[config.mk]
export PLATFORM = sky130hd
export DESIGN_NAME = i2c_bit_level_master_core
export DESIGN_NICKNAME = d
export VERILOG_FILES = /design/src/rtl/i2cbm_pkg.sv /design/src/rtl/i2c_bit_level_master_core.sv
export SDC_FILE = /design/constraint.sdc
export NUM_CORES = 1
export LEC_CHECK = 0
export BUFFER_PORTS_ARGS = -buffer_cell sky130_fd_sc_hd__buf_2
export CAP_MARGIN = 10
export CORE_UTILIZATION = 45
export CTS_BUF_LIST = sky130_fd_sc_hd__clkbuf_2
export DETAILED_ROUTE_END_ITERATION = 7
export PLACE_DENSITY_LB_ADDON = 0.08
export SYNTH_ARGS = -nofsm -noshare
export SYNTH_HDL_FRONTEND = slang
export SYNTH_SLANG_ARGS = --single-unit
[constraint.sdc]
create_clock -name clock -period 13.4 [get_ports clock]
set_clock_uncertainty 0.2 [all_clocks]
set_input_delay 2.01 -clock clock [delete_from_list [all_inputs] [get_ports clock]]
set_output_delay 2.01 -clock clock [all_outputs]
set_load 0.03 [all_outputs]
[src/rtl/i2cbm_pkg.sv]
`default_nettype none

package i2cbm_pkg;

   // Width of the tick counter that times each wait.
   localparam int DELAY_WIDTH = 16;
   // Width of every configuration register.
   localparam int CFG_WIDTH = 16;
   // Width of the configuration register index.
   localparam int CSR_INDEX_WIDTH = 8;
   localparam int BYTE_WIDTH = 8;
   localparam int BIT_INDEX_WIDTH = 4;
   localparam int REQ_TYPE_WIDTH = 2;

   // Register reset values.
   localparam logic [CFG_WIDTH-1:0] BIT_PERIOD_RESET = CFG_WIDTH'(10);
   localparam logic [CFG_WIDTH-1:0] START_HOLD_RESET = CFG_WIDTH'(5);
   localparam logic [CFG_WIDTH-1:0] STOP_HOLD_RESET = CFG_WIDTH'(5);
   localparam logic [CFG_WIDTH-1:0] STOP_RELEASE_RESET = CFG_WIDTH'(10);

   // Configuration register indexes.
   localparam logic [CSR_INDEX_WIDTH-1:0] CSR_BIT_PERIOD = CSR_INDEX_WIDTH'(0);
   localparam logic [CSR_INDEX_WIDTH-1:0] CSR_START_HOLD = CSR_INDEX_WIDTH'(1);
   localparam logic [CSR_INDEX_WIDTH-1:0] CSR_STOP_HOLD = CSR_INDEX_WIDTH'(2);
   localparam logic [CSR_INDEX_WIDTH-1:0] CSR_STOP_RELEASE = CSR_INDEX_WIDTH'(3);

   // Command codes.
   typedef enum logic [REQ_TYPE_WIDTH-1:0] {
      CMD_START = 2'd0,
      CMD_STOP  = 2'd1,
      CMD_WRITE = 2'd2,
      CMD_READ  = 2'd3
   } cmd_type;

endpackage

`default_nettype wire

[src/rtl/i2c_bit_level_master_core.sv]
`default_nettype none

// Bit-level I2C master. Every clock, unless the request side is stalled, the
// block takes one request carrying a time tick, the sampled SDA level and an
// optional command (start, stop, write byte or read byte), and returns one
// result with the SCL and SDA drive levels (1 released, 0 pulled low), a busy
// flag, a one-result done pulse, the byte of the last finished read and the
// ACK bit sampled by the last write. A command offered while a previous one is
// still running is dropped. Phase lengths are counted in ticks and come from
// four 16-bit registers: bit period, start hold, stop hold and stop release;
// half of a bit period is the period shifted right by one. It takes one
// request per clock while the request side is not stalled. A request is
// registered in an input stage and the sequencer then writes its result into
// the result register, from which it is offered. A stalled result holds the
// input stage, and the request side is stalled only while both the input
// stage and the result register are full. Registers should be written only
// while no request is in flight.
module i2c_bit_level_master_core (
   input  wire logic                                 clock,
   input  wire logic                                 reset,
   // Configuration port
   input  wire logic                                 csr_wr_en,
   input  wire logic [i2cbm_pkg::CSR_INDEX_WIDTH-1:0] csr_index,
   input  wire logic [i2cbm_pkg::CFG_WIDTH-1:0]       csr_wdata,
   // Request channel
   input  wire logic                                 req_valid,
   output logic                                      req_stall,
   input  wire logic                                 req_tick,
   input  wire logic                                 req_sda_in,
   input  wire logic                                 req_cmd_valid,
   input  wire logic [i2cbm_pkg::REQ_TYPE_WIDTH-1:0]  req_type,
   input  wire logic [i2cbm_pkg::BYTE_WIDTH-1:0]      req_write_data,
   input  wire logic                                 req_ack_to_send,
   // Result channel
   output logic                                      rsp_valid,
   input  wire logic                                 rsp_stall,
   output logic                                      rsp_scl_out,
   output logic                                      rsp_sda_out,
   output logic                                      rsp_busy_res,
   output logic                                      rsp_done_res,
   output logic [i2cbm_pkg::BYTE_WIDTH-1:0]           rsp_read_data,
   output logic                                      rsp_ack_received
);

   import i2cbm_pkg::*;

   localparam int CMP_WIDTH = (DELAY_WIDTH > CFG_WIDTH) ? DELAY_WIDTH : CFG_WIDTH;
   localparam logic [DELAY_WIDTH-1:0] COUNT_MAX = {DELAY_WIDTH{1'b1}};

   // Sequencer phases. Each non-idle phase is a wait counted in ticks.
   typedef enum logic [3:0] {
      PH_IDLE,
      PH_START_HOLD,
      PH_STOP_A,
      PH_STOP_B,
      PH_STOP_C,
      PH_TX_LOW,
      PH_TX_SETUP,
      PH_TX_HIGH,
      PH_RX_LOW,
      PH_RX_FIRST,
      PH_RX_SECOND
   } phase_type;

   // One registered request.
   typedef struct packed {
      logic                      tick;
      logic                      sda_in;
      logic                      cmd_valid;
      logic [REQ_TYPE_WIDTH-1:0] req_type;
      logic [BYTE_WIDTH-1:0]     write_data;
      logic                      ack_to_send;
   } item_type;

   // Configuration registers.
   logic [CFG_WIDTH-1:0] bit_period_ff;
   logic [CFG_WIDTH-1:0] start_hold_ff;
   logic [CFG_WIDTH-1:0] stop_hold_ff;
   logic [CFG_WIDTH-1:0] stop_release_ff;

   // Input stage.
   logic     s1_valid_ff;
   item_type s1_item_ff;

   // Sequencer state; these registers are also the result payload.
   phase_type                  phase_ff, phase_in;
   logic [DELAY_WIDTH-1:0]     count_ff, count_in;
   logic [BIT_INDEX_WIDTH-1:0] bit_index_ff, bit_index_in;
   logic [BYTE_WIDTH-1:0]      shift_ff, shift_in;
   logic                       scl_ff, scl_in;
   logic                       sda_ff, sda_in;
   logic                       ack_flag_ff, ack_flag_in;
   logic                       ack_choice_ff, ack_choice_in;
   logic                       read_mode_ff, read_mode_in;
   logic [BYTE_WIDTH-1:0]      read_reg_ff, read_reg_in;
   logic                       done_ff, done_in;
   logic                       rsp_valid_ff;

   logic                       out_ready;
   logic                       fire;
   logic [CFG_WIDTH-1:0]       half_period;
   logic [CFG_WIDTH-1:0]       wait_len;
   logic                       count_run;
   logic [DELAY_WIDTH-1:0]     count_step;
   logic                       wait_over;
   logic [BIT_INDEX_WIDTH-1:0] bit_index_inc;

   // The result register can take a new result when empty or being drained.
   assign out_ready = !rsp_valid_ff || !rsp_stall;
   assign fire      = s1_valid_ff && out_ready;
   assign req_stall = s1_valid_ff && !out_ready;

   always_ff @(posedge clock) begin
      if (reset) begin
         bit_period_ff   <= BIT_PERIOD_RESET;
         start_hold_ff   <= START_HOLD_RESET;
         stop_hold_ff    <= STOP_HOLD_RESET;
         stop_release_ff <= STOP_RELEASE_RESET;
      end else if (csr_wr_en) begin
         case (csr_index)
            CSR_BIT_PERIOD:   bit_period_ff   <= csr_wdata;
            CSR_START_HOLD:   start_hold_ff   <= csr_wdata;
            CSR_STOP_HOLD:    stop_hold_ff    <= csr_wdata;
            CSR_STOP_RELEASE: stop_release_ff <= csr_wdata;
            default: ;
         endcase
      end
   end

   // Input stage: loads whenever it is empty or its request moves on.
   always_ff @(posedge clock) begin
      if (reset) begin
         s1_valid_ff <= 1'b0;
      end else if (!req_stall) begin
         s1_valid_ff <= req_valid;
      end
      if (!req_stall && req_valid) begin
         s1_item_ff <= '{tick:        req_tick,
                         sda_in:      req_sda_in,
                         cmd_valid:   req_cmd_valid,
                         req_type:    req_type,
                         write_data:  req_write_data,
                         ack_to_send: req_ack_to_send};
      end
   end

   assign half_period = bit_period_ff >> 1;

   // Length of the wait that the current phase stands for.
   always_comb begin
      case (phase_ff)
         PH_START_HOLD: wait_len = start_hold_ff;
         PH_STOP_A:     wait_len = bit_period_ff;
         PH_STOP_B:     wait_len = stop_hold_ff;
         PH_STOP_C:     wait_len = stop_release_ff;
         PH_TX_HIGH:    wait_len = bit_period_ff;
         PH_RX_LOW:     wait_len = bit_period_ff;
         default:       wait_len = half_period;
      endcase
   end

   // The counter counts ticks up to the wait length and saturates at its top.
   assign count_run = s1_item_ff.tick
                      && (CMP_WIDTH'(count_ff) < CMP_WIDTH'(wait_len))
                      && (count_ff != COUNT_MAX);
   assign count_step = count_run ? DELAY_WIDTH'(count_ff + 1'b1) : count_ff;
   assign wait_over  = (CMP_WIDTH'(count_step) >= CMP_WIDTH'(wait_len))
                       || (count_step == COUNT_MAX);
   assign bit_index_inc = BIT_INDEX_WIDTH'(bit_index_ff + 1'b1);

   always_comb begin
      phase_in      = phase_ff;
      count_in      = count_ff;
      bit_index_in  = bit_index_ff;
      shift_in      = shift_ff;
      scl_in        = scl_ff;
      sda_in        = sda_ff;
      ack_flag_in   = ack_flag_ff;
      ack_choice_in = ack_choice_ff;
      read_mode_in  = read_mode_ff;
      read_reg_in   = read_reg_ff;
      done_in       = 1'b0;

      if (phase_ff == PH_IDLE) begin
         if (s1_item_ff.cmd_valid) begin
            count_in = '0;
            case (cmd_type'(s1_item_ff.req_type))
               CMD_START: begin
                  scl_in   = 1'b1;
                  sda_in   = 1'b0;
                  phase_in = PH_START_HOLD;
               end
               CMD_STOP: begin
                  sda_in   = 1'b0;
                  phase_in = PH_STOP_A;
               end
               CMD_WRITE: begin
                  read_mode_in = 1'b0;
                  shift_in     = s1_item_ff.write_data;
                  bit_index_in = '0;
                  scl_in       = 1'b0;
                  phase_in     = PH_TX_LOW;
               end
               default: begin
                  read_mode_in  = 1'b1;
                  ack_choice_in = s1_item_ff.ack_to_send;
                  shift_in      = '0;
                  bit_index_in  = '0;
                  sda_in        = 1'b1;
                  phase_in      = PH_RX_LOW;
               end
            endcase
         end
      end else begin
         count_in = count_step;
         if (wait_over) begin
            count_in = '0;
            case (phase_ff)
               PH_START_HOLD: begin
                  phase_in = PH_IDLE;
                  done_in  = 1'b1;
               end
               PH_STOP_A: begin
                  scl_in   = 1'b1;
                  phase_in = PH_STOP_B;
               end
               PH_STOP_B: begin
                  sda_in   = 1'b1;
                  phase_in = PH_STOP_C;
               end
               PH_STOP_C: begin
                  phase_in = PH_IDLE;
                  done_in  = 1'b1;
               end
               PH_TX_LOW: begin
                  // In a read this sends the ACK or NACK bit.
                  sda_in   = read_mode_ff ? ack_choice_ff : shift_ff[BYTE_WIDTH-1];
                  phase_in = PH_TX_SETUP;
               end
               PH_TX_SETUP: begin
                  scl_in   = 1'b1;
                  phase_in = PH_TX_HIGH;
               end
               PH_TX_HIGH: begin
                  scl_in = 1'b0;
                  if (read_mode_ff) begin
                     phase_in = PH_IDLE;
                     done_in  = 1'b1;
                  end else begin
                     shift_in     = {shift_ff[BYTE_WIDTH-2:0], 1'b0};
                     bit_index_in = bit_index_inc;
                     if (bit_index_inc < BIT_INDEX_WIDTH'(BYTE_WIDTH)) begin
                        phase_in = PH_TX_LOW;
                     end else begin
                        // Byte sent: release SDA for the slave's ACK.
                        sda_in   = 1'b1;
                        phase_in = PH_RX_LOW;
                     end
                  end
               end
               PH_RX_LOW: begin
                  scl_in   = 1'b1;
                  phase_in = PH_RX_FIRST;
               end
               PH_RX_FIRST: begin
                  if (read_mode_ff) begin
                     shift_in = {shift_ff[BYTE_WIDTH-2:0], s1_item_ff.sda_in};
                  end else begin
                     ack_flag_in = s1_item_ff.sda_in;
                  end
                  phase_in = PH_RX_SECOND;
               end
               PH_RX_SECOND: begin
                  scl_in = 1'b0;
                  if (!read_mode_ff) begin
                     phase_in = PH_IDLE;
                     done_in  = 1'b1;
                  end else begin
                     bit_index_in = bit_index_inc;
                     if (bit_index_inc < BIT_INDEX_WIDTH'(BYTE_WIDTH)) begin
                        sda_in   = 1'b1;
                        phase_in = PH_RX_LOW;
                     end else begin
                        // Byte complete: publish it and send the ACK bit.
                        read_reg_in = shift_ff;
                        phase_in    = PH_TX_LOW;
                     end
                  end
               end
               default: begin
                  phase_in = PH_IDLE;
               end
            endcase
         end
      end
   end

   // Sequencer and result register advance together, once per request.
   always_ff @(posedge clock) begin
      if (reset) begin
         phase_ff      <= PH_IDLE;
         count_ff      <= '0;
         bit_index_ff  <= '0;
         shift_ff      <= '0;
         scl_ff        <= 1'b1;
         sda_ff        <= 1'b1;
         ack_flag_ff   <= 1'b0;
         ack_choice_ff <= 1'b0;
         read_mode_ff  <= 1'b0;
         read_reg_ff   <= '0;
         done_ff       <= 1'b0;
         rsp_valid_ff  <= 1'b0;
      end else begin
         if (fire) begin
            phase_ff      <= phase_in;
            count_ff      <= count_in;
            bit_index_ff  <= bit_index_in;
            shift_ff      <= shift_in;
            scl_ff        <= scl_in;
            sda_ff        <= sda_in;
            ack_flag_ff   <= ack_flag_in;
            ack_choice_ff <= ack_choice_in;
            read_mode_ff  <= read_mode_in;
            read_reg_ff   <= read_reg_in;
            done_ff       <= done_in;
            rsp_valid_ff  <= 1'b1;
         end else if (!rsp_stall) begin
            rsp_valid_ff <= 1'b0;
         end
      end
   end

   assign rsp_valid        = rsp_valid_ff;
   assign rsp_scl_out      = scl_ff;
   assign rsp_sda_out      = sda_ff;
   assign rsp_busy_res     = (phase_ff != PH_IDLE);
   assign rsp_done_res     = done_ff;
   assign rsp_read_data    = read_reg_ff;
   assign rsp_ack_received = ack_flag_ff;

endmodule

`default_nettype wire

==> metrics.csv, run 1 <==
stage,metric,value,unit
status,status,"complete, no violations",
sta,fin_crit_sh,60.64,%
route,drt_wl_total,18.88,mm
worst_setup_path,path_max_fanout,30,
grt,grt_usage,24.22,%
synth,syn_inst,811,
floorplan,boundaryPins,58,
synth,synth_top_area_cell,dfxtp_1,
floorplan,die_y,126.3,µm
grt,grt_pass1_wl,30.40,mm
worst_setup_path,cp_top_family,compound AO/OA/AOI/OAI gates,
floorplan,die_area,15950,µm²
synth,ys.flop_type,dfxtp_1,
clocking,cts_hold_buf,0,
floorplan,initial_core_util,45.91,%
floorplan,die_w,126.3,µm
grt,grt_pass1_vias,5933,
power_and_ir_drop,ir_worst_vdd,0.08163,mV
final_layout,drive_gt1_share,13.66,%
clocking,cts_sinks,126,
grt,globalRoute.totalOverflow,0,
route,detail_route.vias_per_cell,5.937,
route,drc,0,
sta,finalWorstSetupSlack,5274,ps
flow_run,cap_viol_max_count,0,
final_layout,fin_nets,925,
placement,gp_congestion,0.8980,
sta,rsz0062_at_grt,no,
synth,synthTopCellsByArea,"dfxtp_1 (32%), mux2i_1 (10%), nand2_1 (6.5%)",
worst_setup_path,max_stage_delay,950,ps
sta,hold_viol,0,
sta,slew_headroom,18.25,%
worst_setup_path,path_buf_inv,1,
synth,ys_types,70,
synth,synthArstFlopShare,0,%
placement,hpwl,13.10,mm
route,drt_iter0_drc,405,
final_layout,layout_commonest_cell,nand2_1,
synth,synth_nets,885,
sta,finalSetupViolCount,0,
sta,worstMarginPinSlew,1223,ps
route,antenna_left,0,
floorplan,fp.coreArea,15150,µm²
synth,seq_area_frac_synth,38.29,%
sta,fin_crit,8126,ps
synth,ys_warn_count,0,
synth,synth_top_area_share,32.24,%
clocking,cts_root_buf,clkbuf_2,
power_and_ir_drop,powerDensity,105.7,nW/µm²
clocking,cts_resized,0,
clocking,cts_tree,yes,
synth,synth_area_per_cell,8.575,µm²
worst_setup_path,crit_top_cell,a21o_1,
floorplan,row_count,45,
power_and_ir_drop,power.total,818.0,µW
worst_setup_path,path_cells,"or4b_1, nand2_1, nand4_1, o21ai_0, ha_1, a21o_1, a21oi_1, o22ai_1, a2111oi_0, o21ai_1, or3_1, xnor2_1, ha_1, a21o_1, a21o_1, a21oi_1, inv_1, nor3_1, and2_1, nand3_1, nand4_1, o31a_1, a211oi_1, mux2i_1",
placement,place_ws,5414,ps
worst_setup_path,path_class,register to register,
clocking,cts_buffers,17,
worst_setup_path,slowest_stage,o31a_1,
power_and_ir_drop,p_leak,3.203,nW
sta,slew_violations,0,
worst_setup_path,cp-start-kind,register,
route,num_vias,6252,
worst_setup_path,worst_setup_path_end_kind,register,
sta,max_freq,0.1231,GHz
clocking,cts_setup_buffers,0,
synth,synth-edff-count,14,
clocking,h-tree-depth,4,
grt,grt_max_degree,89,
final_layout,final_cell_mix,"nand2_1 (120), dfxtp_1 (112), nor2_1 (87), mux2i_1 (71), buf_2 (57)",
synth,synth-seq-cells,126,
route,wire_per_inst,17.93,µm
route,drt_first_pass_iters,8,
clocking,path_clk_slew,210,ps
synth,netlist_area,6954,µm²
final_layout,area_delta_synth_final,11.32,%
worst_setup_path,cp_data_required_time,13790,ps
clocking,clock_latency,700,ps
clocking,clockBufferDepth,2,
grt,antenna_found_initial,1,
worst_hold_path,hp-class,register to register,
worst_setup_path,arrival,8520,ps
placement,port_buffers,57,
sta,finalSetupTns,0,ps
==> registers in the layout (all words and copies together), names as in the netlist <==
name	count
rsp_sda_out	1
rsp_ack_received	1
count_ff	16
start_hold_ff	16
ack_choice_ff	1
bit_period_ff	16
stop_release_ff	16
read_mode_ff	1
stop_hold_ff	16
s1_item_ff	14
shift_ff	8
rsp_scl_out	1
rsp_read_data	8
bit_index_ff	4
phase_ff	4
s1_valid_ff	1
rsp_done_res	1
rsp_valid	1
==> cells in the mapped netlist, drive strengths merged, types with 4 or more instances <==
cell     number
a211oi        7
clkbuf       40
inv          16
o211ai        8
xor2          4
nor4          8
nor3         13
a2111oi       4
o32ai         4
and2          8
dfxtp       112
nand3        15
a32oi        14
a22oi        10
a21oi        42
edfxtp       14
nand2       120
nand2b        5
mux2i        71
nor2         87
ha           31
o31ai         4
xnor2        10
nand3b        6
a21o          6
a22o         14
buf          11
a31oi         5
o21ai        32
a221oi        5
and4          4
and3          8
or3           8
nand4        23
==> worst paths after layout <==
kind / start / to / slack [ps] / cells past startpoint
setup / recovery: phase_ff[1]$_SDFFE_PP0P_ / bit_index_ff[1]$_SDFFE_PP0P_ / 5270 / 24
hold / removal: rsp_read_data[6]$_SDFFE_PP0P_ / rsp_read_data[6]$_SDFFE_PP0P_ / 270 / 2
setup reg to reg: phase_ff[1]$_SDFFE_PP0P_ / bit_index_ff[1]$_SDFFE_PP0P_ / 5270 / 24
hold reg to reg: rsp_read_data[6]$_SDFFE_PP0P_ / rsp_read_data[6]$_SDFFE_PP0P_ / 270 / 2
==> cell families (layout without fill, tap and decap cells) <==
family | count (synthesis) | count (layout) | share of synthesized area, %
compound gates | 180 | 180 | 18.30
fa+ha+maj | 31 | 31 | 5.578
simple gates | 320 | 320 | 21.73
flops | 126 | 126 | 38.29
other cells | 0 | 1 | 0
xor+xnor | 14 | 14 | 1.763
mux | 73 | 73 | 10.54
buf+inv | 67 | 120 | 3.796
==> routing by layer <==
layer	GRT usage, %	share of wire [%]	wire, µm	up-vias
met5	0	0	0	-
li1	-	-	-	3060
met1	31.29	46	8740	2987
met4	7.867	2.0	385	0
met3	5.230	4.2	784	25
met2	40.27	48	8971	180
==> worst register-to-register path, cell delays in order, from the launching register on <==
cell and delay, ps:
dfxtp_1 670, or4b_1 770, nand2_1 540, nand4_1 210, o21ai_0 210, ha_1 320
a21o_1 160, a21oi_1 190, o22ai_1 190, a2111oi_0 800, o21ai_1 350, or3_1 410
xnor2_1 160, ha_1 190, a21o_1 170, a21o_1 170, a21oi_1 180, inv_1 80
nor3_1 200, and2_1 150, nand3_1 80, nand4_1 140, o31a_1 950, a211oi_1 360
mux2i_1 190
==> per-stage QoR <==
step | hold slack [ps] | cell area [µm²] | util (%) | cells
floorplan | 233.4 | 6954 | - | 811
global placement | 240.5 | 7381 | 48.73 | 1019
detailed placement | 249.1 | 7381 | 48.73 | 1019
CTS | 271.3 | 7711 | 50.91 | 1051
global route | 287.7 | 7741 | 51.11 | 1053
finish | 265.6 | 7741 | 51.11 | 1053
==> power by group <==
| part | internal [mW] | leakage (nW) | total [mW] | switching (mW) |
|---|---|---|---|---|
| Combinational | 0.0363 | 1.98 | 0.107 | 0.0704 |
| Sequential | 0.387 | 1.04 | 0.392 | 0.00518 |
| Clock | 0.163 | 0.187 | 0.320 | 0.157 |
| Total | 0.586 | 3.20 | 0.818 | 0.232 |
==> area by class of cell <==
class	instances	area [µm²]
antenna	1	2.502
fill	1454	7405
clock buffer	19	95.09
multi-input combinational	618	4033
tap	188	235.2
sequential	126	2663
clock inverter	13	235.2
inverter	16	60.06
timing repair buffer	72	417.9
Note: power is estimated with default switching activity, not from simulation.
==> run 2: changes to the inputs <==
Clock period 13.4 ns to 7.3 ns, I/O delays scaled along.
==> run 2 against run 1 <==
Net effect:
- register-to-register slack got worse by 4800 ps
- sequential power increased by 83%
- flip-flop and latch count unchanged
- design area decreased by 0.71%
- clock-buffer cell count increased by 2
- critical path depth increased by 4
- critical endpoint is now phase_ff[0]$_SDFFE_PP0P_
- largest cell class unchanged
==> metrics.csv, run 2 (synthesis gave the netlist of run 1 again) <==
stage,metric,value,unit
status,status,"complete, no violations",
worst_setup_path,cp_data_required_time,7680,ps
route,top_layer_used,met4,
route,detail_route.vias_per_cell,5.897,
floorplan,die_y,126.3,µm
route,drt_iter0_drc,364,
sta,worstMarginPinSlew,1184,ps
grt,grt_usage,24.39,%
clocking,h-tree-depth,4,
final_layout,final_cell_mix,"nand2_1 (120), dfxtp_1 (112), nor2_1 (87), mux2i_1 (71), buf_2 (57)",
clocking,path_clk_slew,200,ps
worst_setup_path,arrival,7210,ps
worst_setup_path,cp-start-kind,register,
floorplan,die_w,126.3,µm
sta,slew_headroom,20.80,%
grt,antenna_found_initial,1,
clocking,cts_root_buf,clkbuf_2,
sta,rsz0062_at_grt,no,
power_and_ir_drop,powerDensity,170.0,nW/µm²
floorplan,boundaryPins,58,
route,wire_per_inst,17.61,µm
clocking,cts_resized,0,
grt,grt_pass1_vias,6043,
placement,place_ws,373.3,ps
placement,gp_congestion,0.9037,
route,drt_first_pass_iters,6,
route,met3WireLength,758,µm
worst_setup_path,crit_top_cell,buf_4,
grt,globalRoute.totalOverflow,0,
sta,slew_violations,0,
power_and_ir_drop,ir_worst_vdd,0.1616,mV
clocking,cts_tree,yes,
route,drt_wl_total,18.72,mm
floorplan,initial_core_util,45.91,%
sta,finalWorstSetupSlack,470.8,ps
route,dr_wl_met2,9.037,mm
grt,grt_pass1_wl,30.78,mm
floorplan,row_count,45,
sta,fin_crit,6829,ps
route,drt-met1-wl,8.497,mm
placement,port_buffers,57,
sta,finalSetupViolCount,0,
clocking,clockBufferDepth,2,
floorplan,fp.coreArea,15150,µm²
worst_hold_path,hp-class,register to register,
clocking,cts_setup_buffers,0,
clocking,cts_sinks,126,
sta,max_freq,0.1464,GHz
grt,grt_max_degree,89,
worst_setup_path,slowest_stage,a2111oi_4,
final_layout,drive_gt1_share,14.87,%
sta,fin_crit_sh,93.55,%
clocking,cts_hold_buf,0,
floorplan,die_area,15950,µm²
route,num_vias,6268,
clocking,cts_buffers,17,
worst_setup_path,worst_setup_path_end_kind,register,
route,antenna_left,0,
route,drc,0,
worst_setup_path,path_max_fanout,24,
placement,hpwl,13.65,mm
sta,finalSetupTns,0,ps
final_layout,area_delta_synth_final,10.53,%
flow_run,cap_viol_max_count,0,
sta,hold_viol,0,
worst_setup_path,max_stage_delay,630,ps
worst_setup_path,path_class,register to register,
power_and_ir_drop,p_leak,3.194,nW
clocking,clock_latency,700,ps
final_layout,fin_nets,935,
final_layout,layout_commonest_cell,nand2_1,
-- run 2: cell count changes in the layout (fill, tap and decap cells not counted), sizes merged --
| cell | previous run | this run |
|---|---|---|
| clkinvlp | 1 | 3 |
| buf | 72 | 82 |
| inv | 18 | 17 |
| clkbuf | 19 | 21 |
| bufinv | 6 | 1 |
| clkinv | 4 | 6 |
-- run 2: final timing paths --
| kind | from | endpoint | slack [ps] | cells after the start |
|---|---|---|---|---|
| worst min-delay path | rsp_read_data[6]$_SDFFE_PP0P_ | rsp_read_data[6]$_SDFFE_PP0P_ | 270 | 2 |
| worst min register to register | rsp_read_data[6]$_SDFFE_PP0P_ | rsp_read_data[6]$_SDFFE_PP0P_ | 270 | 2 |
| worst max register to register | phase_ff[3]$_SDFFE_PP0P_ | phase_ff[0]$_SDFFE_PP0P_ | 470 | 28 |
| worst max-delay path | phase_ff[3]$_SDFFE_PP0P_ | phase_ff[0]$_SDFFE_PP0P_ | 470 | 28 |
-- run 2: metal layers --
metal | up-vias | GRT usage [%]
li1 | 3074 | -
met1 | 3004 | 30.73
met5 | - | 0
met3 | 39 | 4.892
met4 | 0 | 8.221
met2 | 151 | 41.63
-- run 2: area by class of cell --
type                    instances  area [µm²]
diodes                          1       2.502
flip-flops and latches        126        2663
repair buffers                 82       485.5
clock buffers                  21       105.1
well taps                     188       235.2
fillers                      1475        7460
multi-input cells             618        4040
clock inverters                11       95.09
inverters                      16       60.06
-- run 2: metrics by stage --
stage	std cells	power (mW)	util, %	hold WS (ps)	area, µm²
floorplan	811	0.8611	-	233.4	6954
global placement	1028	0.9242	49.26	239.4	7461
detailed placement	1028	0.9256	49.26	246.9	7461
CTS	1060	1.323	50.58	269.0	7661
global route	1063	1.376	50.75	266.1	7686
finish	1063	1.307	50.75	271.1	7686
-- run 2: power by group --
part	internal, mW	switching, mW	total, mW
registers	0.709	0.00663	0.716
logic	0.0688	0.129	0.198
clock network	0.126	0.267	0.393
total	0.904	0.403	1.31
-- run 2: worst max-delay path, delay by kind of cell (launching register included) --
kind	cells	cell delay, ps
compound gates	11	2970
simple gates	11	1860
buf+inv	4	770
fa+ha+maj	2	580
flops	1	350
==> run 3: changes to the inputs <==
Settings changed: CORE_UTILIZATION 45 to 30.
==> run 3 against run 2 <==
Net effect:
- first-iteration DRC count fell by 19%
- wire length grew 8.1%
- combinational power is essentially flat
- cell count is 8.8% higher
- largest cell class unchanged
- clock power increased by 25%
- fmax grew 1.3%
==> metrics.csv, run 3 (synthesis gave the netlist of run 1 again) <==
stage,metric,value,unit
status,status,"complete, no violations",
sta,worstMarginPinSlew,1243,ps
clocking,path_clk_slew,210,ps
route,drt_iter0_drc,294,
placement,gp_congestion,0.9156,
sta,finalSetupViolCount,0,
grt,grt_pass1_wl,33.38,mm
final_layout,area_delta_synth_final,12.83,%
placement,place_ws,477.7,ps
floorplan,die_w,154.3,µm
grt,grt_usage,17.66,%
worst_setup_path,path_class,register to register,
placement,port_buffers,57,
clocking,clock_latency,740,ps
sta,fin_crit_sh,92.31,%
route,wire_per_inst,17.50,µm
placement,hpwl,14.65,mm
grt,globalRoute.totalOverflow,0,
route,drt_first_pass_iters,7,
sta,slew_violations,0,
clocking,cts_root_buf,clkbuf_2,
route,num_vias,6271,
route,antenna_left,0,
worst_setup_path,arrival,7150,ps
sta,hold_viol,0,
clocking,h-tree-depth,4,
power_and_ir_drop,powerDensity,179.6,nW/µm²
sta,rsz0062_at_grt,no,
grt,antenna_found_initial,1,
floorplan,die_area,23790,µm²
worst_setup_path,cp_data_required_time,7720,ps
route,detail_route.vias_per_cell,5.420,
worst_hold_path,hp-class,register to register,
floorplan,fp.coreArea,22710,µm²
final_layout,final_cell_mix,"nand2_1 (119), dfxtp_1 (112), nor2_1 (87), mux2i_1 (71), buf_2 (57)",
final_layout,layout_commonest_cell,nand2_1,
route,drt_wl_total,20.25,mm
power_and_ir_drop,power.total,1.410,mW
final_layout,drive_gt1_share,14.93,%
worst_setup_path,worst_setup_path_end_kind,register,
clocking,cts_buffers,17,
sta,finalSetupTns,0,ps
grt,grt_pass1_vias,6245,
sta,max_freq,0.1484,GHz
grt,grt_max_degree,88,
floorplan,row_count,55,
floorplan,initial_core_util,30.62,%
worst_setup_path,path_max_fanout,14,
floorplan,die_y,154.3,µm
floorplan,boundaryPins,58,
route,drc,0,
clocking,clockBufferDepth,2,
sta,slew_headroom,16.87,%
sta,finalWorstSetupSlack,561.3,ps
power_and_ir_drop,ir_worst_vdd,0.07498,mV
clocking,cts_setup_buffers,0,
flow_run,cap_viol_max_count,0,
clocking,cts_sinks,126,
sta,fin_crit,6739,ps
final_layout,fin_nets,933,
power_and_ir_drop,p_leak,3.199,nW
worst_setup_path,cp-start-kind,register,
clocking,cts_tree,yes,
[run 3: changes by cell type in the layout (fill, tap and decap cells not counted), sizes merged]
cell and delta:
buf -2, clkinv -4, inv +3, bufinv +2
clkbuf -2
[run 3: worst paths after layout]
kind / from / to / slack [ps] / cells past startpoint
min reg2reg: stop_hold_ff[6]$_SDFFE_PP0P_ / stop_hold_ff[6]$_SDFFE_PP0P_ / 270 / 2
max reg2reg: phase_ff[1]$_SDFFE_PP0P_ / phase_ff[2]$_SDFFE_PP0P_ / 560 / 25
min: stop_hold_ff[6]$_SDFFE_PP0P_ / stop_hold_ff[6]$_SDFFE_PP0P_ / 270 / 2
max: phase_ff[1]$_SDFFE_PP0P_ / phase_ff[2]$_SDFFE_PP0P_ / 560 / 25
[run 3: stage by stage]
step                      hold WS, ps  utilization (%)  cells  area, µm²
after floorplan                 233.4                -    811       6954
after global placement          240.3            33.37   1125       7579
after detailed placement        247.8            33.37   1125       7579
after CTS                       238.6            34.50   1156       7835
after global routing            226.2            34.55   1157       7846
final                           274.1            34.55   1157       7846
[run 3: timing repair]
action                     in CTS  in global routing
gates resized for setup         0                  3
setup endpoints to repair       0                 28
hold buffers                    0                  0
[run 3: area by class of cell]
cell class,count,area [µm²]
Multi-Input combinational cell,618,4050
Sequential cell,126,2663
Timing Repair Buffer,80,457.9
Antenna cell,1,2.502
Inverter,16,60.06
Clock buffer,19,95.09
Fill cell,2421,14860
Clock inverter,12,161.4
Tap cell,285,356.6
[run 3: power breakdown]
part / switching [mW] / internal (mW)
Sequential: 0.00767 / 0.710
Combinational: 0.132 / 0.0684
Clock: 0.296 / 0.196
Total: 0.435 / 0.974
[run 3: critical path: stages, from the launching register on]
cell and delay (ps):
dfxtp_1 480, or4b_1 710, o21ai_0 140, buf_4 240, a221o_1 180, a21oi_1 60
ha_1 210, nor2_1 190, a41oi_1 220, a211o_1 400, a2111oi_4 540, o211ai_1 250
and2_1 220, or2_2 330, ha_1 290, and4_1 220, a21oi_1 140, nand2_1 90
nor3_1 160, and2_1 160, nand3_1 80, nand4_1 150, o31a_1 330, buf_4 220
o21ai_0 80, a221oi_1 340
[run 3: layer usage]
layer,GRT usage [%],vias to the layer above,part of all wire (%)
met2,30.04,122,48
met5,0,-,0
met4,4.856,0,1.5
met3,3.278,20,3.3
met1,22.86,3060,47
li1,-,3069,-
